===== config.mk =====
export PLATFORM = sky130hd
export DESIGN_NAME = sliding_window_peak_picker
export DESIGN_NICKNAME = d
export VERILOG_FILES = /design/src/rtl/swpp_pkg.sv /design/src/rtl/swpp_cell.sv /design/src/rtl/swpp_result_fifo.sv /design/src/rtl/sliding_window_peak_picker.sv
export SDC_FILE = /design/constraint.sdc
export NUM_CORES = 1
export LEC_CHECK = 0
export ABC_CLOCK_PERIOD_IN_PS = 6000
export BUFFER_PORTS_ARGS = -buffer_cell sky130_fd_sc_hd__buf_4
export CAP_MARGIN = 20
export CORE_ASPECT_RATIO = 0.75
export CORE_MARGIN = 10
export CORE_UTILIZATION = 30
export DETAILED_ROUTE_END_ITERATION = 10
export PLACE_DENSITY_LB_ADDON = 0.12
export SLEW_MARGIN = 20
export SYNTH_ARGS = -nofsm -noshare
export SYNTH_HDL_FRONTEND = slang
export SYNTH_SLANG_ARGS = --single-unit

===== constraint.sdc =====
create_clock -name clk -period 6 [get_ports clk]
set_clock_uncertainty 0.05 [all_clocks]
set_input_delay 0.3 -clock clk [delete_from_list [all_inputs] [get_ports clk]]
set_output_delay 0.3 -clock clk [all_outputs]
set_load 0.1 [all_outputs]

===== src/rtl/swpp_pkg.sv =====
package swpp_pkg;

  localparam int WINDOW      = 11;
  localparam int MIDDLE      = 5;
  localparam int PEAK_BUDGET = 64;
  localparam int SAMPLE_BITS = 16;
  localparam int MAX_FRAME   = 8192;

  localparam int LEN_W = 14;  // frame_length / peak position width
  localparam int IDX_W = 13;  // sample index within a frame
  localparam int TOT_W = 7;   // peak count width

  localparam logic [LEN_W-1:0] FRAME_LEN_RESET = LEN_W'(6001);

  // result queue
  localparam int FIFO_DEPTH = 4;
  localparam int FIFO_PTR_W = $clog2(FIFO_DEPTH);
  localparam int FIFO_CNT_W = $clog2(FIFO_DEPTH + 1);

  typedef logic signed [SAMPLE_BITS-1:0] sample_t;

  typedef enum logic {
    RESULT_PEAK    = 1'b0,
    RESULT_SUMMARY = 1'b1
  } result_kind_t;

  typedef struct packed {
    result_kind_t      kind;
    logic [LEN_W-1:0]  location;
    logic [TOT_W-1:0]  total;
    logic              last;
  } result_t;

endpackage


===== src/rtl/swpp_cell.sv =====
module swpp_cell
  import swpp_pkg::*;
(
  input  logic    clk,
  input  logic    rst_n,
  input  logic    shift_en,
  input  logic    clear,
  input  sample_t corr_in,
  input  sample_t thr_in,
  input  sample_t mid,
  output sample_t corr_q,
  output sample_t thr_q,
  output logic    beats_mid
);

  sample_t corr_r, corr_nxt;
  sample_t thr_r, thr_nxt;

  always_comb begin
    corr_nxt = corr_r;
    thr_nxt  = thr_r;
    if (clear) begin
      corr_nxt = '0;
      thr_nxt  = '0;
    end else if (shift_en) begin
      corr_nxt = corr_in;
      thr_nxt  = thr_in;
    end
  end

  always_ff @(posedge clk) begin
    if (!rst_n) begin
      corr_r <= '0;
      thr_r  <= '0;
    end else begin
      corr_r <= corr_nxt;
      thr_r  <= thr_nxt;
    end
  end

  assign corr_q    = corr_r;
  assign thr_q     = thr_r;
  // a tie with the candidate also kills the peak
  assign beats_mid = (corr_r >= mid);

endmodule


===== src/rtl/swpp_result_fifo.sv =====
module swpp_result_fifo
  import swpp_pkg::*;
(
  input  logic       clk,
  input  logic       rst_n,
  input  logic [1:0] wr_cnt,
  input  result_t    wr_data0,
  input  result_t    wr_data1,
  input  logic       rd_en,
  output result_t    rd_data,
  output logic       empty,
  output logic       almost_full
);

  result_t mem_r [FIFO_DEPTH];

  logic [FIFO_PTR_W-1:0] wr_ptr_r, wr_ptr_nxt;
  logic [FIFO_PTR_W-1:0] rd_ptr_r, rd_ptr_nxt;
  logic [FIFO_CNT_W-1:0] count_r, count_nxt;

  always_comb begin
    wr_ptr_nxt = wr_ptr_r + FIFO_PTR_W'(wr_cnt);
    rd_ptr_nxt = rd_ptr_r + FIFO_PTR_W'(rd_en);
    count_nxt  = count_r + FIFO_CNT_W'(wr_cnt) - FIFO_CNT_W'(rd_en);
  end

  always_ff @(posedge clk) begin
    if (!rst_n) begin
      wr_ptr_r <= '0;
      rd_ptr_r <= '0;
      count_r  <= '0;
    end else begin
      wr_ptr_r <= wr_ptr_nxt;
      rd_ptr_r <= rd_ptr_nxt;
      count_r  <= count_nxt;
    end
  end

  always_ff @(posedge clk) begin
    if (wr_cnt != 2'd0) begin
      mem_r[wr_ptr_r] <= wr_data0;
    end
    if (wr_cnt == 2'd2) begin
      mem_r[wr_ptr_r + FIFO_PTR_W'(1)] <= wr_data1;
    end
  end

  assign rd_data     = mem_r[rd_ptr_r];
  assign empty       = (count_r == '0);
  // room for two entries is kept so both records of one transfer can always land
  assign almost_full = (count_r > FIFO_CNT_W'(FIFO_DEPTH - 2));

endmodule


===== src/rtl/sliding_window_peak_picker.sv =====
// Sliding-window peak picker.
// Input channel (in_valid / in_stall): one correlation sample and its threshold
// per transfer, both signed. A transfer happens when valid is high and stall low.
// Output channel (out_valid / out_stall): result records. A peak report carries
// the 1-based frame position of the peak; an end-of-frame summary carries the
// number of peaks reported (at most PEAK_BUDGET). out_last_result marks the final
// record caused by one input transfer.
// Config: cfg_wr_en / cfg_wr_data set the frame length (0 acts as 1, values
// above MAX_FRAME saturate). Write it only while the block is idle.
// Results of an input transfer are registered in the result queue and leave
// it behind any earlier records. Throughput: one input transfer per cycle
// while in_stall is low. A frame-end sample that is also a peak yields two
// records, leaving the 4-entry result queue one per cycle while out_stall is low.
// Receiver stall: records pile up in the queue; in_stall rises once fewer than
// two queue slots are free, so nothing is ever dropped.
// Reset (rst_n, synchronous, active low): window, counters and queue cleared,
// frame length back to 6001.
module sliding_window_peak_picker
  import swpp_pkg::*;
(
  input  logic                   clk,
  input  logic                   rst_n,
  // input samples
  input  logic                   in_valid,
  output logic                   in_stall,
  input  logic [SAMPLE_BITS-1:0] in_correlation_sample,
  input  logic [SAMPLE_BITS-1:0] in_threshold_sample,
  // results
  output logic                   out_valid,
  input  logic                   out_stall,
  output logic                   out_result_kind,
  output logic [LEN_W-1:0]       out_peak_pos,
  output logic [TOT_W-1:0]       out_peak_total,
  output logic                   out_last_result,
  // configuration
  input  logic                   cfg_wr_en,
  input  logic [LEN_W-1:0]       cfg_wr_data
);

  localparam int NCELLS = WINDOW - 1;

  // ---------------------------------------------------------------------------
  // Control state
  // ---------------------------------------------------------------------------
  logic [LEN_W-1:0] frame_length_r, frame_length_nxt;
  logic [IDX_W-1:0] sample_index_r, sample_index_nxt;
  logic [TOT_W-1:0] peaks_found_r, peaks_found_nxt;

  logic    in_xfer;
  logic    fifo_empty, fifo_almost_full;
  result_t fifo_rd_data;

  assign in_stall = fifo_almost_full;
  assign in_xfer  = in_valid && !in_stall;

  // ---------------------------------------------------------------------------
  // Cell row: cell j holds the sample j+1 places behind the incoming one. The
  // incoming sample is window entry 0, so the row holds entries 1..WINDOW-1.
  // ---------------------------------------------------------------------------
  sample_t corr_in, thr_in, mid;
  sample_t cell_corr [NCELLS];
  sample_t cell_thr  [NCELLS];
  logic    cell_beats [NCELLS];
  logic    frame_end;
  logic    clear_row;

  assign corr_in   = sample_t'(in_correlation_sample);
  assign thr_in    = sample_t'(in_threshold_sample);
  assign mid       = cell_corr[MIDDLE-1];  // window entry MIDDLE after the shift
  assign clear_row = in_xfer && frame_end;

  for (genvar j = 0; j < NCELLS; j++) begin : g_cell
    swpp_cell u_cell (
      .clk       (clk),
      .rst_n     (rst_n),
      .shift_en  (in_xfer),
      .clear     (clear_row),
      .corr_in   ((j == 0) ? corr_in : cell_corr[(j == 0) ? 0 : j-1]),
      .thr_in    ((j == 0) ? thr_in  : cell_thr[(j == 0) ? 0 : j-1]),
      .mid       (mid),
      .corr_q    (cell_corr[j]),
      .thr_q     (cell_thr[j]),
      .beats_mid (cell_beats[j])
    );
  end

  // ---------------------------------------------------------------------------
  // Peak decision on the window as it stands after this sample
  // ---------------------------------------------------------------------------
  logic             beaten;
  logic             is_peak;
  logic             window_full;
  logic             peak_emit;
  logic [LEN_W-1:0] eff_length;
  logic [LEN_W-1:0] taken;
  logic [LEN_W-1:0] peak_loc;
  logic [TOT_W-1:0] peak_total;

  always_comb begin
    beaten = (corr_in >= mid);
    for (int j = 0; j < NCELLS; j++) begin
      if (j != MIDDLE - 1 && cell_beats[j]) begin
        beaten = 1'b1;
      end
    end
  end

  assign is_peak     = (mid > cell_thr[MIDDLE-1]) && !beaten;
  assign window_full = (sample_index_r >= IDX_W'(WINDOW - 1));
  assign peak_emit   = window_full && is_peak && (peaks_found_r < TOT_W'(PEAK_BUDGET));
  assign peak_loc    = LEN_W'(sample_index_r) - LEN_W'(MIDDLE) + LEN_W'(1);
  assign peak_total  = peaks_found_r + TOT_W'(peak_emit);

  always_comb begin
    eff_length = frame_length_r;
    if (frame_length_r == '0) begin
      eff_length = LEN_W'(1);
    end else if (frame_length_r > LEN_W'(MAX_FRAME)) begin
      eff_length = LEN_W'(MAX_FRAME);
    end
  end

  assign taken     = LEN_W'(sample_index_r) + LEN_W'(1);
  assign frame_end = (taken >= eff_length);

  // ---------------------------------------------------------------------------
  // Counters and config register
  // ---------------------------------------------------------------------------
  always_comb begin
    frame_length_nxt = frame_length_r;
    sample_index_nxt = sample_index_r;
    peaks_found_nxt  = peaks_found_r;
    if (cfg_wr_en) begin
      frame_length_nxt = cfg_wr_data;
    end
    if (in_xfer) begin
      if (frame_end) begin
        sample_index_nxt = '0;
        peaks_found_nxt  = '0;
      end else begin
        sample_index_nxt = sample_index_r + IDX_W'(1);
        peaks_found_nxt  = peak_total;
      end
    end
  end

  always_ff @(posedge clk) begin
    if (!rst_n) begin
      frame_length_r <= FRAME_LEN_RESET;
      sample_index_r <= '0;
      peaks_found_r  <= '0;
    end else begin
      frame_length_r <= frame_length_nxt;
      sample_index_r <= sample_index_nxt;
      peaks_found_r  <= peaks_found_nxt;
    end
  end

  // ---------------------------------------------------------------------------
  // Result records into the queue: peak report first, then the summary
  // ---------------------------------------------------------------------------
  result_t    rec_peak, rec_sum, wr_data0, wr_data1;
  logic [1:0] wr_cnt;

  always_comb begin
    rec_peak.kind     = RESULT_PEAK;
    rec_peak.location = peak_loc;
    rec_peak.total    = '0;
    rec_peak.last     = !frame_end;

    rec_sum.kind      = RESULT_SUMMARY;
    rec_sum.location  = '0;
    rec_sum.total     = peak_total;
    rec_sum.last      = 1'b1;

    wr_data0 = peak_emit ? rec_peak : rec_sum;
    wr_data1 = rec_sum;
    wr_cnt   = 2'd0;
    if (in_xfer) begin
      wr_cnt = 2'(peak_emit) + 2'(frame_end);
    end
  end

  swpp_result_fifo u_fifo (
    .clk         (clk),
    .rst_n       (rst_n),
    .wr_cnt      (wr_cnt),
    .wr_data0    (wr_data0),
    .wr_data1    (wr_data1),
    .rd_en       (out_valid && !out_stall),
    .rd_data     (fifo_rd_data),
    .empty       (fifo_empty),
    .almost_full (fifo_almost_full)
  );

  assign out_valid       = !fifo_empty;
  assign out_result_kind = fifo_rd_data.kind;
  assign out_peak_pos    = fifo_rd_data.location;
  assign out_peak_total  = fifo_rd_data.total;
  assign out_last_result = fifo_rd_data.last;

  // ---------------------------------------------------------------------------
  // Assertions
  // ---------------------------------------------------------------------------
  a_peak_budget: assert property (@(posedge clk) disable iff (!rst_n)
    peaks_found_r <= TOT_W'(PEAK_BUDGET))
    else $error("peak count above budget");

  a_frame_restart: assert property (@(posedge clk) disable iff (!rst_n)
    in_xfer && frame_end |=> sample_index_r == '0 && peaks_found_r == '0)
    else $error("frame state not cleared after summary");

  a_peak_loc_nonzero: assert property (@(posedge clk) disable iff (!rst_n)
    out_valid && out_result_kind == RESULT_PEAK |-> out_peak_pos != '0)
    else $error("peak report with zero location");

  a_peak_not_last_midframe: assert property (@(posedge clk) disable iff (!rst_n)
    in_xfer && peak_emit && !frame_end |-> window_full)
    else $error("peak reported before window filled");

endmodule

==> flow_summary_export.csv, run 1 <==
group,metric,value,unit
outcome,status,"finished, final reports clean",
timing,max_slew_margin,31.0,%
floorplan,die-area,75200,µm²
global_routing,grt_pass1_vias,16000,
timing,hold_viol,0,
placed_design,routabilityCongestion,0.860,
floorplan,die_w,313,µm
drt,first_iter_violations,1156,
floorplan,ios,76,
pwr,p_sw_share,37.3,%
worst_setup_path,critPathLaunchType,"flip-flop",
timing,rsz0062_at_grt,"no",
yosys,ys_ff_latch,373,
final_layout,areaGrowthSynthToFinish,16.6,%
pwr,vdd_drop_max,0.000252,V
yosys,synth.distinct_cells,61,
final_layout,final_cell_area,22600,µm²
timing,drv_slew,0,
worst_setup_path,endpoint_kind,"flip-flop",
clock_tree,clock_latency,0.56,ns
final_layout,layout_common_cells,"nand2_1, dfxtp_1, a21oi_1, ha_1, nor2_1",
yosys,synth_area_leaders,"dfxtp_1, ha_1, nand2_1",
placed_design,portBuffers,75,
placed_design,place_hpwl,42.2,mm
worst_setup_path,arrival,5.87,ns
pwr,p_seq_share,37.1,%
timing,fmax,183,MHz
clock_tree,path_clk_slew,0.06,ns
yosys,syn_nets,2620,
clock_tree,clockBufferDepth,3,
yosys,async_flop_share,0,%
clock_tree,root_buffer,"clkbuf_16",
pwr,powerDensity,340,nW/µm²
timing,finalCritPeriodShare,91.0,%
run,drv_cap,0,
worst_setup_path,timing_worst_setup_path_type,"reg2reg",
floorplan,core-area,63800,µm²
worst_setup_path,cp_max_fo,15,
drt,dr.pass1.iters,5,
drt,wl,61.5,mm
floorplan,dieHeight,240,µm
floorplan,rows,80,
global_routing,grt_max_degree,184,
final_layout,nFillCells,6680,
global_routing,grt_usage,15.9,%
pwr,internal_power,4820,µW
timing,worst_pin_slew,1.03,ns
drt,viasPerCell,5.07,
worst_setup_path,crit_family,"simple AND/OR/NAND/NOR gates",
worst_setup_path,required,6.41,ns
final_layout,nNetsFinal,2666,
clock_tree,cts_tree,"built",
yosys,syn_avg_cell_area,8.19,µm²
final_layout,layout-drive-gt1-share,8.08,%
drt,wire_per_inst,18.6,µm
timing,fin_crit,5.46,ns
pwr,clkPwrFrac,33.4,%
floorplan,start_util,30.4,%
yosys,synth-edff-count,28,
worst_setup_path,critPathBufInv,0,
pwr,switching_power,2870,µW
yosys,synth_ff_type,"dfxtp_1",
yosys,yosysSeqAreaShare,40.0,%
pwr,pwr-share-comb,29.5,%
worst_setup_path,crit_top_cell,"nor2_1",
timing,setup_tns,0,ns
yosys,yosysTopAreaCell,"dfxtp_1",
clock_tree,post_cts_buffers,0,
drt,ant_nets,0,
clock_tree,numCtsBuffers,40,
yosys,synth_warnings,0,
clock_tree,cts_sinks,373,
yosys,synth_top_area_share,35.7,%
clock_tree,htree_levels,2,
final_layout,mostFrequentLayoutCell,"nand2_1",
yosys,synth_cells,2363,
pwr,p_leak,0.00873,µW
placed_design,place_area,20700,µm²
global_routing,antenna_found_initial,0,
global_routing,grt-ovfl-total,0,
drt,drc,0,
yosys,syn_area,19400,µm²
worst_setup_path,crit_chain,"ha_1 > nand4_1 > nor2_1 > and3_1 > xor2_1 > ha_1 > a21o_1 > a21o_1 > a21o_1 > a21oi_1 > nand2_1 > ha_1 > nor2_1 > nor2_1 > nand2_1 > nor2_1 > nand4_1 > o21ai_0",
worst_setup_path,crit_path_max_incr_delay,0.59,ns
worst_setup_path,slowest_stage,"nand2_1",
drt,vias,16700,
min_path,hp-class,"in2reg",
global_routing,grt_pass1_wl,95.8,mm
timing,setup_viol,0,
path summary, 6_finish.rpt:
path	startpoint	end	slack, ns	cells after the start
min	rst_n	frame_length_r[0]	0.04	2
max reg2reg	sample_index_r[1]	u_fifo.mem_r[0][12]	0.54	18
min reg2reg	g_cell[2].u_cell.thr_q[13]	g_cell[3].u_cell.thr_q[13]	0.39	2
max	sample_index_r[1]	u_fifo.mem_r[0][12]	0.54	18
cell type report:
class	count	area (µm²)	area share, %
diodes	1	2.50	0.0111
clock buffers	58	1170	5.19
clock inverters	13	156	0.693
inverters	67	251	1.11
multi-input cells	1776	10900	48.1
flip-flops and latches	373	7750	34.3
well taps	861	1080	4.77
repair buffers	151	1320	5.83
layer usage:
metal | part of all wire (%) | vias up | wire, µm | track usage, %
met5 | 0 | - | 0 | 0
met4 | 1.6 | 0 | 1010 | 3.39
met3 | 6.8 | 69 | 4200 | 4.16
met2 | 39 | 319 | 24200 | 22.0
met1 | 52 | 8021 | 32000 | 24.1
li1 | - | 8335 | - | -
power groups by stage:
stage / combinational (µW) / sequential (µW) / clock (µW)
3_3_place_gp: 2210 / 2900 / 0
3_5_place_dp: 2220 / 2910 / 0
5_1_grt: 2460 / 2880 / 2760
4_1_cts: 2260 / 2860 / 2660
2_1_floorplan: 1560 / 2810 / 0
6_report: 2270 / 2850 / 2570
timing repair:
item	in CTS	in global routing
endpoints found under the setup margin	0	7
hold buffers	53	0
endpoints found under the hold margin	46	0
resized for setup	0	2
sequential cells by signal, indices dropped and copies added, names as in the netlist:
name and flops:
u_fifo.mem_r 92, u_fifo.count_r 3, u_fifo.rd_ptr_r 2, u_fifo.wr_ptr_r 2, g_cell.u_cell.corr_q 160, frame_length_r 14, g_cell.u_cell.thr_q 80, sample_index_r 13
peaks_found_r 7
worst reg2reg max path, stage by stage, from the launching register on:
cell,delay (ns)
dfxtp_1,0.56
ha_1,0.33
nand4_1,0.22
nor2_1,0.29
and3_1,0.30
xor2_1,0.18
ha_1,0.26
a21o_1,0.16
a21o_1,0.17
a21o_1,0.18
a21oi_1,0.36
nand2_1,0.26
ha_1,0.49
nor2_1,0.08
nor2_1,0.31
nand2_1,0.59
nor2_1,0.25
nand4_1,0.11
o21ai_0,0.21
per-stage QoR:
stage          power, µW  worst slack [ns]  cells  utilization, %  hold WS (ns)
2_1_floorplan       4370              1.35   2363               -         0.370
3_3_place_gp        5120             0.620   3175            32.5         0.380
3_5_place_dp        5130             0.551   3175            32.5         0.390
4_1_cts             7770             0.508   3299            35.4        0.0153
5_1_grt             8100            0.0129   3299            35.4        0.0558
6_report            7690             0.543   3300            35.4        0.0438
synthesized netlist by cell type, types with 2 or more instances:
cell,count
nor4_1,16
a32oi_1,2
nand2_1,628
o31a_1,6
and2_1,16
nand4_1,106
nand3b_1,2
xnor2_1,23
nor2b_1,19
a211o_1,3
a41oi_1,2
nor2_1,125
xor2_1,24
a2111oi_0,5
clkbuf_1,133
inv_1,67
o21a_1,6
ha_1,205
a2bb2oi_1,4
a21oi_1,292
a31oi_1,5
buf_2,6
mux4_2,23
and4_1,4
o311a_1,20
mux2i_1,13
o211ai_1,12
o21ai_0,99
dfxtp_1,345
a211oi_1,14
edfxtp_1,28
a221oi_1,2
or3_1,8
nor3_1,20
and3_1,5
nand3_1,18
o22ai_1,3
a21o_1,18
buf_1,8
nand2b_1,7
kinds of logic (layout without fill, tap and decap cells):
family | count (synthesis) | after routing | share of synthesized area (%)
AOI/OAI and AO/OA | 506 | 506 | 15.1
xor gates and xnor gates | 47 | 47 | 2.13
adders and majority gates | 206 | 206 | 13.3
buffers and inverters | 214 | 289 | 4.19
DFF | 373 | 373 | 40.0
muxes | 36 | 36 | 3.35
other | 0 | 1 | 0
and+or+nand+nor | 981 | 981 | 21.8
Power figures use the tool's default switching activity.
==> inputs of run 2 (changes only) <==
- CORE_ASPECT_RATIO: 0.75 -> not set
==> flow_summary_export.csv, run 2 (synthesized netlist as in run 1, its figures left out) <==
group,metric,value,unit
drt,wire_per_inst,17.8,µm
clock_tree,htree_levels,2,
floorplan,start_util,30.1,%
timing,finalCritPeriodShare,88.0,%
final_layout,nNetsFinal,2668,
floorplan,die_w,274,µm
timing,worst_pin_slew,1.23,ns
global_routing,grt_usage,15.5,%
worst_setup_path,endpoint_kind,"flip-flop",
floorplan,ios,76,
placed_design,place_hpwl,39.7,mm
run,drv_cap,0,
final_layout,n_antenna_cell,0,
timing,setup_viol,0,
placed_design,portBuffers,75,
final_layout,layout-drive-gt1-share,8.46,%
final_layout,largest_register_ffs,160,
timing,fin_crit,5.28,ns
clock_tree,root_buffer,"clkbuf_16",
final_layout,multi_input_area,10900,µm²
outcome,status,"finished, final reports clean",
worst_setup_path,crit_chain,"ha_1 > nand4_1 > nor2_1 > and3_1 > xor2_1 > ha_1 > a21o_1 > a21o_1 > a21o_1 > a21oi_1 > nand2_1 > ha_1 > o21ai_0 > nor3_1 > nor2_1 > inv_1 > and2_1 > o31a_1",
global_routing,grt_max_degree,218,
timing,max_slew_margin,18.3,%
worst_setup_path,critPathBufInv,1,
clock_tree,cts_resized,0,
drt,vias,16600,
worst_setup_path,critPathLaunchType,"flip-flop",
floorplan,die-area,75100,µm²
drt,viasPerCell,5.03,
floorplan,rows,93,
final_layout,mostFrequentLayoutCell,"nand2_1",
drt,dr.pass1.iters,5,
min_path,hp-class,"in2reg",
timing,drv_slew,0,
timing,hold_ws,0.0714,ns
pwr,power,7950,µW
drt,drc,0,
placed_design,place_inst,3165,
final_layout,nFillCells,6776,
placed_design,routabilityCongestion,0.859,
drt,ant_nets,0,
global_routing,grt_pass1_vias,16400,
timing,setup_tns,0,ns
pwr,vdd_drop_max,0.000264,V
clock_tree,clock_latency,0.58,ns
global_routing,antenna_found_initial,1,
drt,wl,58.7,mm
timing,hold_viol,0,
clock_tree,numCtsBuffers,45,
timing,rsz0062_at_grt,"no",
worst_setup_path,arrival,5.65,ns
clock_tree,clockBufferDepth,3,
worst_setup_path,timing_worst_setup_path_type,"reg2reg",
clock_tree,cts_tree,"built",
final_layout,instances_no_fill,3302,
worst_setup_path,slowest_stage,"dfxtp_1",
timing,fmax,189,MHz
worst_setup_path,crit_path_max_incr_delay,0.51,ns
pwr,p_leak,0.00884,µW
global_routing,grt-ovfl-total,0,
final_layout,areaGrowthSynthToFinish,17.7,%
global_routing,grt_pass1_wl,93.2,mm
final_layout,layout_common_cells,"nand2_1, dfxtp_1, a21oi_1, ha_1, nor2_1",
final_layout,ff_latch_area,7750,µm²
worst_setup_path,cp_max_fo,13,
floorplan,core-area,64200,µm²
pwr,powerDensity,349,nW/µm²
floorplan,dieHeight,274,µm
clock_tree,path_clk_slew,0.06,ns
worst_setup_path,required,6.37,ns
clock_tree,cts_sinks,373,
drt,first_iter_violations,1011,
worst_setup_path,crit_family,"simple AND/OR/NAND/NOR gates",
-- run 2: changes by cell type in the layout (fill, tap and decap cells not counted), sizes merged --
cell,delta
inv,+1
buf,-4
clkbuf,+9
dlygate4sd3,+1
clkinv,+1
diode,-1
bufinv,+1
-- run 2: final cells by class --
type | instances | area share [%]
Multi-Input combinational cell | 1776 | 47.6
Sequential cell | 373 | 34.0
Clock buffer | 67 | 6.13
Timing Repair Buffer | 148 | 5.63
Tap cell | 855 | 4.69
Inverter | 67 | 1.10
Clock inverter | 16 | 0.829
-- run 2: report_power, final --
group | switching, µW | internal (µW)
combinational | 1550 | 660
sequential | 174 | 2670
clock | 1120 | 1780
total | 2840 | 5110
-- run 2: routing by layer --
| metal | routed length [µm] | GRT usage [%] |
|---|---|---|
| met1 | 27300 | 20.2 |
| met2 | 27300 | 25.6 |
| met4 | 1790 | 5.64 |
| met5 | 11 | 0 |
| met3 | 2290 | 2.47 |
-- run 2: metrics by stage --
step	cell area (µm²)	util, %	worst slack, ns
floorplan	19400	-	1.35
global placement	20700	32.2	0.631
detailed placement	20700	32.2	0.740
CTS	22800	35.5	0.699
global route	22800	35.5	0.0775
finish	22800	35.5	0.718
-- run 2: repair_timing --
item                                    in CTS  in global routing
setup buffers                                0                  0
hold endpoints to repair                    46                  0
hold buffers                                54                  0
endpoints found under the setup margin       0                  0
-- run 2: worst paths after layout --
path	from	to	slack, ns	depth (start not counted)
max reg2reg	sample_index_r[1]	u_fifo.mem_r[0][3]	0.72	18
min	rst_n	u_fifo.rd_ptr_r[0]	0.07	2
min reg2reg	g_cell[3].u_cell.thr_q[13]	g_cell[4].u_cell.thr_q[13]	0.39	2
max	sample_index_r[1]	u_fifo.mem_r[0][3]	0.72	18
==> inputs of run 3 (changes only) <==
- CORE_MARGIN: 10 -> 8
- SYNTH_HIERARCHICAL: not set -> 1
==> flow_summary_export.csv, run 3 <==
group,metric,value,unit
timing,fin_crit,5.50,ns
worst_setup_path,worstReg2RegEnd,"u_fifo/mem_r[3][20]",
floorplan,die-area,77600,µm²
clock_tree,htree_levels,2,
final_layout,layout_common_cells,"dfxtp_1, nor2_1, mux2i_1, ha_1, inv_1",
placed_design,routabilityCongestion,0.759,
timing,setup_viol,0,
final_layout,layout-drive-gt1-share,15.9,%
global_routing,grt_pass1_wl,83.3,mm
timing,drv_slew,0,
drt,wl,52.5,mm
min_path,hp-class,"in2reg",
timing,worst_pin_slew,1.04,ns
pwr,p_leak,0.0102,µW
run,drv_cap,0,
clock_tree,numCtsBuffers,46,
drt,viasPerCell,4.67,
drt,ant_nets,0,
floorplan,rows,96,
drt,first_iter_violations,763,
worst_setup_path,reg2reg_depth,19,
worst_setup_path,slowest_stage,"dfxtp_1",
pwr,vdd_drop_max,0.000230,V
floorplan,ios,76,
worst_setup_path,cp_max_fo,16,
worst_setup_path,reg2reg_slack,0.50,ns
timing,max_slew_margin,30.4,%
clock_tree,cts_sinks,373,
floorplan,core-area,68500,µm²
worst_setup_path,critPathBufInv,3,
floorplan,die_w,279,µm
clock_tree,cts_tree,"built",
drt,vias,14400,
placed_design,portBuffers,75,
worst_setup_path,reg2reg_from,"g_cell[4].u_cell/corr_q[15]",
worst_setup_path,crit_path_max_incr_delay,0.46,ns
yosys,syn_area,20700,µm²
placed_design,dp_slack,0.0435,ns
timing,postLayoutSetupSlackWorst,0.498,ns
final_layout,largest_register_ffs,160,
timing,finalCritPeriodShare,91.7,%
timing,hold_viol,0,
worst_setup_path,crit_family,"simple AND/OR/NAND/NOR gates",
clock_tree,post_cts_buffers,0,
timing,rsz0062_at_grt,"no",
global_routing,grt_pass1_vias,14300,
final_layout,n_antenna_cell,0,
min_path,worstHoldStart,"rst_n",
drt,wire_per_inst,17.0,µm
worst_setup_path,timing_worst_setup_path_type,"reg2reg",
drt,dr.pass1.iters,5,
clock_tree,path_clk_slew,0.06,ns
pwr,powerDensity,300,nW/µm²
global_routing,grt_max_degree,137,
final_layout,nFillCells,6939,
worst_setup_path,required,6.26,ns
yosys,synth_cells,2004,
min_path,hold_depth,2,
timing,fmax,182,MHz
timing,setup_tns,0,ns
drt,drc,0,
floorplan,dieHeight,279,µm
global_routing,grt_usage,13.3,%
worst_setup_path,critPathLaunchType,"flip-flop",
clock_tree,clockBufferDepth,3,
yosys,synth_warnings,6,
floorplan,start_util,30.2,%
worst_setup_path,endpoint_kind,"flip-flop",
worst_setup_path,crit_chain,"buf_4 > inv_1 > ha_1 > nand4_1 > nor3_4 > a21boi_2 > nor4_1 > mux2_1 > nor4_2 > nand3_1 > a21oi_1 > nand3_2 > a311o_4 > nor2_1 > ha_1 > and2_1 > nor4bb_4 > buf_4 > mux2_2",
worst_setup_path,arrival,5.76,ns
final_layout,areaGrowthSynthToFinish,18.3,%
yosys,syn_avg_cell_area,10.3,µm²
clock_tree,root_buffer,"clkbuf_16",
global_routing,grt-ovfl-total,0,
placed_design,place_hpwl,37.6,mm
final_layout,nNetsFinal,2423,
min_path,hold_end,"frame_length_r[8]",
outcome,status,"finished, final reports clean",
final_layout,mostFrequentLayoutCell,"dfxtp_1",
global_routing,antenna_found_initial,1,
clock_tree,clock_latency,0.59,ns
run 3: cell count changes in the layout (fill, tap and decap cells not counted), moves of 67 or more:
cell     delta
nand2_1   -558
mux2i_1   +242
a21oi_1   -228
nor2_1    +148
inv_1     +126
o21ai_0    -93
nand4_1    -67
run 3: how the worst max path moves through the flow:
stage	start	to	cells past startpoint
after floorplan	g_cell[4].u_cell/corr_q[15]	u_fifo/mem_r[0][0]	18
after global placement	g_cell[4].u_cell/corr_q[13]	u_fifo/mem_r[2][1]	20
after detailed placement	g_cell[4].u_cell/corr_q[15]	u_fifo/mem_r[2][1]	20
after CTS	g_cell[4].u_cell/corr_q[15]	u_fifo/mem_r[2][1]	20
after global routing	g_cell[4].u_cell/corr_q[15]	u_fifo/mem_r[2][4]	20
final	g_cell[4].u_cell/corr_q[15]	u_fifo/mem_r[3][20]	19
run 3: metal layers:
metal	GRT usage, %	routed length [µm]	vias to the layer above
met2	22.0	24400	195
li1	-	-	7261
met4	3.02	922	0
met1	18.1	25400	6886
met3	2.07	1730	64
met5	0	0	-
run 3: area by class of cell:
type / instances / area [µm²] / share of cell area [%]
timing repair buffer: 166 / 1440 / 5.89
tap: 882 / 1100 / 4.51
clock inverter: 18 / 236 / 0.967
sequential: 373 / 8390 / 34.3
inverter: 195 / 739 / 3.02
multi-input combinational: 1385 / 11300 / 46.0
clock buffer: 66 / 1300 / 5.30
run 3: what timing repair did:
action	4_1_cts	5_1_grt
hold buffers	46	0
hold endpoints to repair	46	0
gates resized for setup	0	5
endpoints found under the setup margin	0	149
run 3: where the power goes:
group,switching [µW],internal [µW],total (µW)
logic,1150,622,1770
registers,102,2640,2740
clock network,1110,1720,2840
run 3: stage by stage:
step / cells / total power (µW) / cell area [µm²] / util (%) / hold WS (ns)
after floorplan: 2066 / 4180 / 20900 / - / 0.372
after global placement: 2955 / 4560 / 22400 / 32.8 / 0.416
after detailed placement: 2955 / 4570 / 22400 / 32.8 / 0.427
after CTS: 3085 / 7510 / 24400 / 35.7 / 0.0247
after global routing: 3085 / 7710 / 24500 / 35.7 / 0.0435
final: 3085 / 7350 / 24500 / 35.7 / 0.0623
